$ cat src/hdl/csl_pkg.sv
// Package for the C-subset lexer: record, kind and mode codes and the byte classifiers.
// Used by csl_step and c_subset_lexer; it has no dependencies of its own.
package csl_pkg;

   localparam int unsigned ID_CHARS   = 32;
   localparam int unsigned TEXT_CHARS = 256;
   localparam int unsigned LEN_W      = 9;

   localparam logic [1:0] REC_TEXT  = 2'd0;
   localparam logic [1:0] REC_TOKEN = 2'd1;
   localparam logic [1:0] REC_ERROR = 2'd2;

   localparam logic [4:0] K_EOF    = 5'd0;
   localparam logic [4:0] K_IDENT  = 5'd1;
   localparam logic [4:0] K_INT    = 5'd2;
   localparam logic [4:0] K_STRING = 5'd3;
   localparam logic [4:0] K_IF     = 5'd4;
   localparam logic [4:0] K_ELSE   = 5'd5;
   localparam logic [4:0] K_INTKW  = 5'd6;
   localparam logic [4:0] K_VOID   = 5'd7;
   localparam logic [4:0] K_EQ     = 5'd14;
   localparam logic [4:0] K_NE     = 5'd15;
   localparam logic [4:0] K_LE     = 5'd17;
   localparam logic [4:0] K_GE     = 5'd19;
   localparam logic [4:0] K_OTHER  = 5'd24;

   localparam logic [2:0] ERR_NONE      = 3'd0;
   localparam logic [2:0] ERR_CHAR_LONG = 3'd1;
   localparam logic [2:0] ERR_NO_QUOTE  = 3'd2;
   localparam logic [2:0] ERR_NO_DQUOTE = 3'd3;
   localparam logic [2:0] ERR_STR_LONG  = 3'd4;

   localparam logic [2:0] M_IDLE  = 3'd0;
   localparam logic [2:0] M_IDENT = 3'd1;
   localparam logic [2:0] M_NUM   = 3'd2;
   localparam logic [2:0] M_CHAR  = 3'd3;
   localparam logic [2:0] M_STR   = 3'd4;
   localparam logic [2:0] M_OP    = 3'd5;

   typedef struct packed {
      logic [1:0]  rec_type;
      logic [4:0]  tok_kind;
      logic [31:0] tok_value;
      logic [7:0]  text_char;
      logic [8:0]  text_len;
      logic [2:0]  err_code;
   } rec_type_type;

   // Lexer state carried from one byte to the next (counters kept apart).
   typedef struct packed {
      logic [2:0]  mode;
      logic [7:0]  pending_op;
      logic [31:0] kw_buffer;
      logic [8:0]  text_count;
      logic [31:0] num_accum;
      logic [1:0]  literal_count;
   } lex_state_type;

   function automatic logic is_letter(input logic [7:0] b);
      return (b >= 8'h41 && b <= 8'h5A) || (b >= 8'h61 && b <= 8'h7A) || b == 8'h5F;
   endfunction

   function automatic logic is_digit(input logic [7:0] b);
      return b >= 8'h30 && b <= 8'h39;
   endfunction

   function automatic logic is_space(input logic [7:0] b);
      return b == 8'h20 || (b >= 8'd9 && b <= 8'd13);
   endfunction

   function automatic logic [4:0] single_kind(input logic [7:0] b);
      logic [4:0] k;
      case (b)
         8'h28:   k = 5'd8;
         8'h29:   k = 5'd9;
         8'h2B:   k = 5'd10;
         8'h2D:   k = 5'd11;
         8'h2A:   k = 5'd12;
         8'h2F:   k = 5'd13;
         8'h3C:   k = 5'd16;
         8'h3E:   k = 5'd18;
         8'h3D:   k = 5'd20;
         8'h3B:   k = 5'd21;
         8'h3A:   k = 5'd22;
         8'h2C:   k = 5'd23;
         default: k = K_OTHER;
      endcase
      return k;
   endfunction

   function automatic logic [4:0] pair_kind(input logic [7:0] first);
      logic [4:0] k;
      case (first)
         8'h3D:   k = K_EQ;
         8'h21:   k = K_NE;
         8'h3C:   k = K_LE;
         default: k = K_GE;
      endcase
      return k;
   endfunction

   function automatic rec_type_type text_rec(input logic [7:0] b);
      rec_type_type r;
      r = '0;
      r.rec_type  = REC_TEXT;
      r.text_char = b;
      return r;
   endfunction

   function automatic rec_type_type tok_rec(input logic [4:0] k, input logic [31:0] v,
                                            input logic [8:0] len);
      rec_type_type r;
      r = '0;
      r.rec_type  = REC_TOKEN;
      r.tok_kind  = k;
      r.tok_value = v;
      r.text_len  = len;
      return r;
   endfunction

   function automatic rec_type_type err_rec(input logic [2:0] e);
      rec_type_type r;
      r = '0;
      r.rec_type = REC_ERROR;
      r.err_code = e;
      return r;
   endfunction

endpackage

$ cat src/hdl/c_subset_lexer.sv
// Top level of the C-subset lexer: one-pass step logic and a result queue.
// Depends on csl_pkg and csl_step.
//
// Usage: the req_ channel carries one source byte (req_src_byte) or an end-of-text
// mark (req_end_mark) per transfer. The rsp_ channel delivers records one per
// transfer: text bytes, completed tokens and errors, each stamped with the line and
// column after the byte that caused it; rsp_last_of_run marks the final record of
// one input transfer. A byte may cause no record at all.
// Each accepted byte is processed in the cycle it is accepted and its zero to three
// records are registered into a small result queue and offered from its head. A new
// byte is taken every cycle as long as the queue has room for three more records;
// the sustained rate is one byte per cycle when the receiver takes records as fast
// as they appear, and is set by the one-record-per-cycle output port when bytes
// produce several records each.
// Reset (synchronous, active high) returns the lexer to idle between tokens with
// line and column zero and empties the queue. When the receiver stalls, the head
// record is held stable and req_stall rises once the queue cannot take a worst-case
// byte. An end mark flushes a pending token or literal error, emits eof, restarts.
module c_subset_lexer
   import csl_pkg::*;
(
   input  logic         clock,
   input  logic         reset,
   input  logic         req_valid,
   output logic         req_stall,
   input  logic [7:0]   req_src_byte,
   input  logic         req_end_mark,
   output logic         rsp_valid,
   input  logic         rsp_stall,
   output logic [1:0]   rsp_rec_type,
   output logic [4:0]   rsp_tok_kind,
   output logic signed [31:0] rsp_tok_value,
   output logic [7:0]   rsp_text_char,
   output logic [8:0]   rsp_text_len,
   output logic [31:0]  rsp_line_no,
   output logic [31:0]  rsp_col_no,
   output logic [2:0]   rsp_err_code,
   output logic         rsp_last_of_run
);

   // Queue entry: the record plus its position stamp and last flag.
   typedef struct packed {
      rec_type_type rec;
      logic [31:0]  line_no;
      logic [31:0]  col_no;
      logic         last;
   } q_entry_type;

   localparam int unsigned QD = 8;

   lex_state_type state_ff, state_in;
   logic [31:0]   line_ff, line_in, col_ff, col_in;
   q_entry_type   q_ff [QD];
   logic [2:0]    rd_ff, wr_ff;
   logic [3:0]    cnt_ff;
   rec_type_type  recs [3];
   logic [1:0]    rec_count;
   logic          take, give;

   assign req_stall = cnt_ff > 4'(QD - 3);
   assign take = req_valid && !req_stall;
   assign rsp_valid = cnt_ff != 4'd0;
   assign give = rsp_valid && !rsp_stall;

   csl_step u_step (
      .cur       (state_ff),
      .src_byte  (req_src_byte),
      .end_mark  (req_end_mark),
      .nxt       (state_in),
      .recs      (recs),
      .rec_count (rec_count)
   );

   // Line and column count the consumed byte; an end mark restarts them.
   always_comb begin
      line_in = line_ff;
      col_in  = col_ff;
      if (req_end_mark) begin
         line_in = 32'd0;
         col_in  = 32'd0;
      end else if (req_src_byte == 8'h0A) begin
         if (line_ff != 32'hFFFF_FFFF) line_in = line_ff + 32'd1;
         col_in = 32'd0;
      end else if (col_ff != 32'hFFFF_FFFF) begin
         col_in = col_ff + 32'd1;
      end
   end

   always_ff @(posedge clock) begin
      if (reset) begin
         state_ff <= '0;
         line_ff  <= 32'd0;
         col_ff   <= 32'd0;
         rd_ff    <= 3'd0;
         wr_ff    <= 3'd0;
         cnt_ff   <= 4'd0;
      end else begin
         if (take) begin
            state_ff <= state_in;
            line_ff  <= line_in;
            col_ff   <= col_in;
            wr_ff    <= wr_ff + 3'(rec_count);
         end
         if (give) rd_ff <= rd_ff + 3'd1;
         cnt_ff <= cnt_ff + (take ? 4'(rec_count) : 4'd0) - (give ? 4'd1 : 4'd0);
      end
   end

   // Records are stamped with the counters as they stand after this byte; an end
   // mark's records carry the counters before they restart.
   always_ff @(posedge clock) begin
      if (take) begin
         for (int i = 0; i < 3; i++) begin
            if (2'(i) < rec_count) begin
               q_ff[wr_ff + 3'(i)].rec     <= recs[i];
               q_ff[wr_ff + 3'(i)].line_no <= req_end_mark ? line_ff : line_in;
               q_ff[wr_ff + 3'(i)].col_no  <= req_end_mark ? col_ff : col_in;
               q_ff[wr_ff + 3'(i)].last    <= 2'(i) == rec_count - 2'd1;
            end
         end
      end
   end

   assign rsp_rec_type    = q_ff[rd_ff].rec.rec_type;
   assign rsp_tok_kind    = q_ff[rd_ff].rec.tok_kind;
   assign rsp_tok_value   = q_ff[rd_ff].rec.tok_value;
   assign rsp_text_char   = q_ff[rd_ff].rec.text_char;
   assign rsp_text_len    = q_ff[rd_ff].rec.text_len;
   assign rsp_line_no     = q_ff[rd_ff].line_no;
   assign rsp_col_no      = q_ff[rd_ff].col_no;
   assign rsp_err_code    = q_ff[rd_ff].rec.err_code;
   assign rsp_last_of_run = q_ff[rd_ff].last;

endmodule

$ cat src/hdl/csl_step.sv
// Next-state and record logic of the C-subset lexer for one accepted byte or end mark.
// Depends on csl_pkg; purely combinational, used by c_subset_lexer.
module csl_step
   import csl_pkg::*;
(
   input  lex_state_type    cur,
   input  logic [7:0]       src_byte,
   input  logic             end_mark,
   output lex_state_type    nxt,
   output rec_type_type     recs [3],
   output logic [1:0]       rec_count
);

   logic [4:0]    id_kind;
   logic          id_cont;
   logic          reproc;
   logic [7:0]    b;
   logic [31:0]   num_x10;

   assign b = src_byte;
   assign num_x10 = (cur.num_accum << 3) + (cur.num_accum << 1);

   always_comb begin
      id_kind = K_IDENT;
      if (cur.text_count == 9'd2 && cur.kw_buffer == 32'h0000_6669) id_kind = K_IF;
      else if (cur.text_count == 9'd4 && cur.kw_buffer == 32'h6573_6C65) id_kind = K_ELSE;
      else if (cur.text_count == 9'd3 && cur.kw_buffer == 32'h0074_6E69) id_kind = K_INTKW;
      else if (cur.text_count == 9'd4 && cur.kw_buffer == 32'h6469_6F76) id_kind = K_VOID;
   end

   always_comb begin
      nxt       = cur;
      recs[0]   = '0;
      recs[1]   = '0;
      recs[2]   = '0;
      rec_count = 2'd0;
      reproc    = 1'b0;
      id_cont   = 1'b0;

      if (end_mark) begin
         case (cur.mode)
            M_IDENT: begin
               recs[0] = tok_rec(id_kind, 32'd0, cur.text_count);
               rec_count = 2'd1;
            end
            M_NUM: begin
               recs[0] = tok_rec(K_INT, cur.num_accum, 9'd0);
               rec_count = 2'd1;
            end
            M_CHAR: begin
               recs[0] = err_rec(cur.literal_count == 2'd2 ? ERR_CHAR_LONG : ERR_NO_QUOTE);
               rec_count = 2'd1;
            end
            M_STR: begin
               recs[0] = err_rec(ERR_NO_DQUOTE);
               rec_count = 2'd1;
            end
            M_OP: begin
               recs[0] = tok_rec(single_kind(cur.pending_op), 32'd0, 9'd1);
               rec_count = 2'd1;
            end
            default: ;
         endcase
         recs[rec_count] = tok_rec(K_EOF, 32'd0, 9'd0);
         rec_count = rec_count + 2'd1;
         nxt = '0;
      end else begin
         case (cur.mode)
            M_IDENT: begin
               if (is_letter(b) || is_digit(b)) begin
                  id_cont = 1'b1;
               end else begin
                  recs[0] = tok_rec(id_kind, 32'd0, cur.text_count);
                  rec_count = 2'd1;
                  reproc = 1'b1;
               end
            end
            M_NUM: begin
               if (is_digit(b)) begin
                  nxt.num_accum = num_x10 + {24'd0, b - 8'h30};
               end else begin
                  recs[0] = tok_rec(K_INT, cur.num_accum, 9'd0);
                  rec_count = 2'd1;
                  reproc = 1'b1;
               end
            end
            M_CHAR: begin
               if (b == 8'h27 || b == 8'h0A) begin
                  if (cur.literal_count == 2'd2) recs[0] = err_rec(ERR_CHAR_LONG);
                  else if (b == 8'h0A) recs[0] = err_rec(ERR_NO_QUOTE);
                  else recs[0] = tok_rec(K_INT, cur.num_accum, cur.text_count);
                  rec_count = 2'd1;
                  nxt.mode = M_IDLE;
               end else if (cur.literal_count == 2'd0) begin
                  nxt.num_accum = {24'd0, b};
                  nxt.text_count = 9'd1;
                  nxt.literal_count = 2'd1;
                  recs[0] = text_rec(b);
                  rec_count = 2'd1;
               end else begin
                  nxt.literal_count = 2'd2;
               end
            end
            M_STR: begin
               if (b == 8'h22) begin
                  recs[0] = tok_rec(K_STRING, 32'd0, cur.text_count);
                  rec_count = 2'd1;
                  nxt.mode = M_IDLE;
               end else if (b == 8'h0A) begin
                  recs[0] = err_rec(ERR_NO_DQUOTE);
                  rec_count = 2'd1;
                  nxt.mode = M_IDLE;
               end else if ({1'b0, cur.text_count} < LEN_W'(TEXT_CHARS) + 10'd0) begin
                  nxt.text_count = cur.text_count + 9'd1;
                  recs[0] = text_rec(b);
                  rec_count = 2'd1;
               end else begin
                  recs[0] = err_rec(ERR_STR_LONG);
                  rec_count = 2'd1;
                  nxt.mode = M_IDLE;
               end
            end
            M_OP: begin
               nxt.mode = M_IDLE;
               nxt.pending_op = 8'd0;
               if (b == 8'h3D) begin
                  recs[0] = text_rec(b);
                  recs[1] = tok_rec(pair_kind(cur.pending_op), 32'd0, 9'd2);
                  rec_count = 2'd2;
               end else begin
                  recs[0] = tok_rec(single_kind(cur.pending_op), 32'd0, 9'd1);
                  rec_count = 2'd1;
                  reproc = 1'b1;
               end
            end
            default: reproc = 1'b1;
         endcase

         if (reproc) begin
            nxt.mode = M_IDLE;
            if (is_space(b)) begin
               nxt.mode = M_IDLE;
            end else if (is_letter(b)) begin
               nxt.mode = M_IDENT;
               nxt.text_count = 9'd0;
               nxt.kw_buffer = 32'd0;
               id_cont = 1'b1;
            end else if (is_digit(b)) begin
               nxt.mode = M_NUM;
               nxt.num_accum = {24'd0, b - 8'h30};
            end else if (b == 8'h27) begin
               nxt.mode = M_CHAR;
               nxt.literal_count = 2'd0;
               nxt.num_accum = 32'd0;
               nxt.text_count = 9'd0;
            end else if (b == 8'h22) begin
               nxt.mode = M_STR;
               nxt.text_count = 9'd0;
            end else if (b == 8'h3C || b == 8'h3E || b == 8'h3D || b == 8'h21) begin
               recs[rec_count] = text_rec(b);
               rec_count = rec_count + 2'd1;
               nxt.pending_op = b;
               nxt.mode = M_OP;
            end else begin
               recs[rec_count] = text_rec(b);
               recs[rec_count + 2'd1] = tok_rec(single_kind(b), 32'd0, 9'd1);
               rec_count = rec_count + 2'd2;
            end
         end

         // Below the limit an identifier byte is echoed; bytes 0-3 fill kw_buffer.
         if (id_cont && nxt.text_count < 9'(ID_CHARS)) begin
            case (nxt.text_count[1:0])
               2'd0: if (nxt.text_count < 9'd4) nxt.kw_buffer[7:0]   = b;
               2'd1: if (nxt.text_count < 9'd4) nxt.kw_buffer[15:8]  = b;
               2'd2: if (nxt.text_count < 9'd4) nxt.kw_buffer[23:16] = b;
               default: if (nxt.text_count < 9'd4) nxt.kw_buffer[31:24] = b;
            endcase
            recs[rec_count] = text_rec(b);
            rec_count = rec_count + 2'd1;
            nxt.text_count = nxt.text_count + 9'd1;
         end
      end
   end

endmodule
$ cat config.mk
export PLATFORM = sky130hd
export DESIGN_NAME = c_subset_lexer
export DESIGN_NICKNAME = d
export VERILOG_FILES = /design/src/hdl/csl_pkg.sv /design/src/hdl/c_subset_lexer.sv /design/src/hdl/csl_step.sv
export SDC_FILE = /design/constraint.sdc
export NUM_CORES = 2
export LEC_CHECK = 0
export ABC_AREA = 1
export BUFFER_PORTS_ARGS = -buffer_cell sky130_fd_sc_hd__buf_2
export CAP_MARGIN = 20
export CELL_PAD_IN_SITES_DETAIL_PLACEMENT = 2
export CELL_PAD_IN_SITES_GLOBAL_PLACEMENT = 2
export CORE_ASPECT_RATIO = 0.5
export CORE_MARGIN = 2
export CORE_UTILIZATION = 25
export CTS_BUF_LIST = sky130_fd_sc_hd__clkbuf_4
export CTS_CLUSTER_SIZE = 28
export DETAILED_ROUTE_END_ITERATION = 7
export GPL_ROUTABILITY_DRIVEN = 0
export PLACE_DENSITY = 0.56
export SETUP_SLACK_MARGIN = 0.15
export SLEW_MARGIN = 40
export SYNTH_ARGS = -nofsm -noshare
export SYNTH_HDL_FRONTEND = slang
export SYNTH_SLANG_ARGS = --single-unit
$ cat constraint.sdc
create_clock -name clock -period 9.6 [get_ports clock]
set_input_delay 0.48 -clock clock [delete_from_list [all_inputs] [get_ports clock]]
set_output_delay 0.48 -clock clock [all_outputs]
set_load 0.02 [all_outputs]
After elaboration in Yosys (flattened, before gate mapping):

Memory sizes are Yosys's and may differ from the RTL's. A register that Yosys moved wholly into a read port is not among the register bits.
Cells that the tools add are included.

* flip-flop bits (word level): 160
* memory bits (writable): 992
* output and inout port bits: 126
* logic and storage cells: 299
* memories: 1

* add/subtract/negate cells: 18
* order comparisons: 23
* equal/unequal tests: 52
* mux-type cells: 153
* bitwise logic cells: 7
* reduce and logical (&&, ||, !) cells: 34

Memory list
* q_ff: words 8, width 124, read ports 1, clocked after memory_dff 1, write ports 3, line c_subset_lexer.sv:53 `q_entry_type q_ff [QD];`

Operator list (count)
* $mux W177: 10
* $mux W59: 14
* $pmux W59 S5: 2
* $bwmux W177: 3
* $demux W59 S2: 4
* $mux W32: 11
* $mux W86: 3
* $eq A8 B6 Y1 const B: 29
* $mux W58: 4
* $and A174 B174 Y174: 1
* $not A174 Y174: 1
* $pmux W5 S12: 2
* $mux W8: 13
* $mux W83: 1
* $mux W41: 2
* $mux W34: 2
* $add A32 B1 Y32 const B: 2
* $eq A32 B31 Y1 const B: 2
* $ne A32 B32 Y1 const B: 2
* $pmux W32 S2: 1
* $mux W9: 7
* $mux W5: 11
* $mux W43: 1
* $mux W2: 19
* 62 further kinds: 140

Depth between registers and ports, before layout:

* word-level depth: 26
* depth in mapped cells: 33

Hierarchy:

A second synthesis with hierarchy kept.

* cells, all modules: 7615
* area total of the unflattened synthesis: 64589.4 um^2

By module, submodules not included
* c_subset_lexer: times used 1, cells each 6010, area an instance 56147.6 um^2, sequential area each 33051.7 um^2
* csl_step: times used 1, cells each 1605, area an instance 8441.8 um^2, sequential area each 0.0 um^2

Least setup slack after synthesis:

No wires, ideal clock.

* kind: input port to flip-flop
* from: input port req_src_byte[5]
* to: memory q_ff[0][0] in the netlist's numbering (enable)
* arrival time: 6.713 ns
* data required time: 8.202 ns
* setup slack: 1.490 ns
* stages: 26
* path through: clkbuf_1 -> inv_1 -> ha_1 -> or2_1 -> nand2_1 -> nand2_1 -> nor2_1 -> nor2_4 -> nand3_2 -> nand4_1 -> inv_1 -> ha_1 -> o21ai_0 -> nor2_1 -> a21oi_1 -> inv_1 -> ha_1 -> nand4_1 -> nand2_2 -> nand2_4 -> nand2_4 -> nor2_4 -> buf_8 -> nand2_4 -> buf_2 -> nand3_1

RTL lines
* start: declaration: line c_subset_lexer.sv:26 `input logic [7:0] req_src_byte,`
* end: declaration: line c_subset_lexer.sv:53

==> summary.md <==
| Metric | Value |
|---|---|
| Place WS | roughly 2.3 ns |
| Synth Area in XOR/XNOR | 0.985% |
| Largest net degree at the start of global routing | between 150 and 200 |
| Syn_area_per_cell | just under 9 µm² |
| Top-count cell post-synth | nor2_1 |
| Worst-Margin Slew | between 0.9 and 1 ns |
| Io pins | roughly 140 |
| Initial antenna violation count | 15 |
| Layout area overhead | 14.2% |
| Yosys reg bits | 1155 |
| Root buffer cell | clkbuf_4 |
| HPWL Detailed | 164000 µm |
| Total power | between 15 and 20 mW |
| Post-synth top cells | 1412 x nor2_1, 1093 x nand2_1, 992 x edfxtp_1 |
| Iteration count of the initial detailed-routing pass | 5 |
| Status | completed |
| Fin crit share | 72.0% |
| Met3 global-route usage | 3.12% |
| Min-Delay Path Class | in -> reg |
| Critical path class | reg -> reg |
| Leakage power total | 25.1 nW |
| Clock Latency Late Sink | 1.16 ns |
| Critical Path RT | 10.34 ns |
| H-tree Lvls | 5 |
| Layout cell share with drive strength beyond 1 | 12.5% |
| Area leader, netlist | edfxtp_1 |
| # nets final | 6882 |
| Setup bufs post-CTS | 0 |
| Routed wire length | 247000 µm |
| Final hold violation count | 0 |
| Mapped Area | 58700 µm² |
| Routed Antenna Nets | 0 |
| Slew Limit Headroom | about a third |
| Met1 GRT Util | 28.8% |
| Vias/cell | about 5 |
| Synth top area cells | edfxtp_1 51%, nor2_1 9.0%, nand2_1 7.0% |
| Starting density of the core | 25.2% |
| Largest family of logic cells by synthesized area | simple AND/OR/NAND/NOR gates |
| Post-synth EDFFs | 992 |
| Placed cells | 9560 |
| Routed WL per cell | approximately 24 µm |
| YS warnings | 0 |
| Grt ovf | 0 |
| Post-synth cell types | 62 |
| Met2 Usage GRT | 32.5% |
| Non-Filler Instances | 10098 |
| Vias in the first global route | 55453 |
| Synth Area in Adders | between 2 and 2.5% |
| Most used flip-flop cell after synthesis | edfxtp_1 |
| Max FO, Critical Path | 39 |
| PnR worst setup slack | 2.69 ns |
| Most used routing layer | met2 |
| Core Region | 233000 µm² |
| Post-synthesis simple-gate area fraction | 22.2% |
| Longest Clk Path Bufs | 4 |
| CP Capture Type | flop |
| Die Span X | 689 µm |
| Cells resized by post-CTS repair | 0 |
| Row count | approximately 130 |
| Setup TNS | 0 ns |
| Post-route minimum period | 6.91 ns |
| Synth async-reset ratio | 0% |
| Final Util | 28.8% |
| Drt drc | 0 |
| Placed instance area | approximately 63000 µm² |
| Syn Nets | 6716 |
| First-pass GRT wire length | 369000 µm |
| RSZ-0062 raised after global routing | no |
| Fmax | 0.145 GHz |
| Arr. time, crit path | 7.65 ns |
| I/O Buffers | around 140 |
| Final Max Tran Viols | 0 |
| Gr usage total | 20.3% |
| Critical Path Start Type | flop |
| Die height | 347 µm |
| Filler cell count | 26400 |
| Post-synthesis mux area share | 0% |
| Initial drt markers | 3193 |
| Number of max-cap violations | 0 |
| Die area | approximately 240000 µm² |
| Power per cell area | 236 nW/µm² |
| DR vias | approximately 50000 |
| Seq/Total Area, Yosys | 56.3% |
| TritonCTS clock tree | built |
| Skew final | between 0.1 and 0.15 ns |
| Post-Synthesis Cells | about 6600 |
| Final Cell Area | ~67000 µm² |
| Worst hold slack | 0.202 ns |
| Post-synthesis compound-gate area fraction | 13.1% |
| Post-synth top area share | between 50% and 60% |
| Peak supply drop | 121 µV |
| TritonCTS Buffers | a little over 300 |
| Setup violations, final | 0 |
| Clk sinks | between 1000 and 1500 |
| Clock transition at path regs | 0.07 ns |
## layout make-up
type	instances	area (µm²)	share of cell area, %
diodes	4	10.0	0.0149
clock buffers	443	3330	4.96
clock inverters	78	433	0.646
inverters	340	1310	1.95
multi-input cells	4692	22800	34.1
flip-flops and latches	1155	33100	49.3
well taps	3111	3890	5.81
repair buffers	275	2160	3.22
## final timing paths
check                                  start          end  slack, ns  cells after the start
worst max-delay path            state_ff[84]  q_ff[5][46]       2.69                     25
worst min-delay path               req_valid     wr_ff[0]       0.20                      3
worst max register to register  state_ff[84]  q_ff[5][46]       2.69                     25
worst min register to register      rd_ff[2]     rd_ff[2]       0.45                      1
## registers in the layout, summed over array words and instances, names as in the netlist, named ones only
| signal | count |
|---|---|
| col_ff | 32 |
| cnt_ff | 4 |
| rd_ff | 3 |
| q_ff | 992 |
| line_ff | 32 |
| wr_ff | 3 |
| state_ff | 86 |
## cell families (layout without fill, tap and decap cells)
kind of cell	count (synthesis)	in the layout
AND/OR/NAND/NOR	3126	3126
AO/OA/AOI/OAI	1405	1405
flip-flops	1155	1155
buffers and inverters	761	1136
adder cells (fa/ha/maj)	95	95
XOR/XNOR	66	66
other	0	4
## critical path, stage by stage, from the launching register on
cell,delay [ns]
dfxtp_1,0.45
inv_2,0.08
nor2_4,0.40
inv_2,0.26
nor2_4,0.37
nand4_1,0.32
nand2_1,0.20
inv_1,0.08
nand4_1,0.24
inv_1,0.13
ha_1,0.28
o21ai_0,0.19
nor2_1,0.06
a21oi_1,0.39
inv_1,0.09
ha_1,0.31
nand4_1,0.15
nand2_2,0.09
nand2_4,0.14
nand2_4,0.09
nor2_4,0.28
buf_4,0.46
nand2_2,0.39
nand3_4,0.36
buf_12,0.25
buf_4,0.43
## per-layer routing
layer | routed length, µm | vias to the layer above
li1 | - | 23463
met1 | 119000 | 26111
met2 | 112000 | 1019
met3 | 10600 | 338
met4 | 5100 | 4
met5 | 26 | -
## placed cells by master (no fill, tap or decap), types with 138 or more instances in the layout
cell / instances
nor2_1: 1398
nand2_1: 1089
edfxtp_1: 992
o21ai_0: 720
clkbuf_4: 443
inv_1: 309
nand3_1: 253
a21oi_1: 252
nand4_1: 199
dfxtp_1: 161
buf_2: 138
## power breakdown
group	leakage (nW)	internal, mW	switching [mW]
combinational	12.1	1.16	3.71
sequential	10.7	6.20	0.232
clock	2.26	2.22	2.26
## what timing repair did
action,in CTS,in global routing
hold buffers,10,0
hold endpoints to repair,77,0
endpoints found under the setup margin,0,0
No activity file was read; power rests on OpenSTA's default activity.
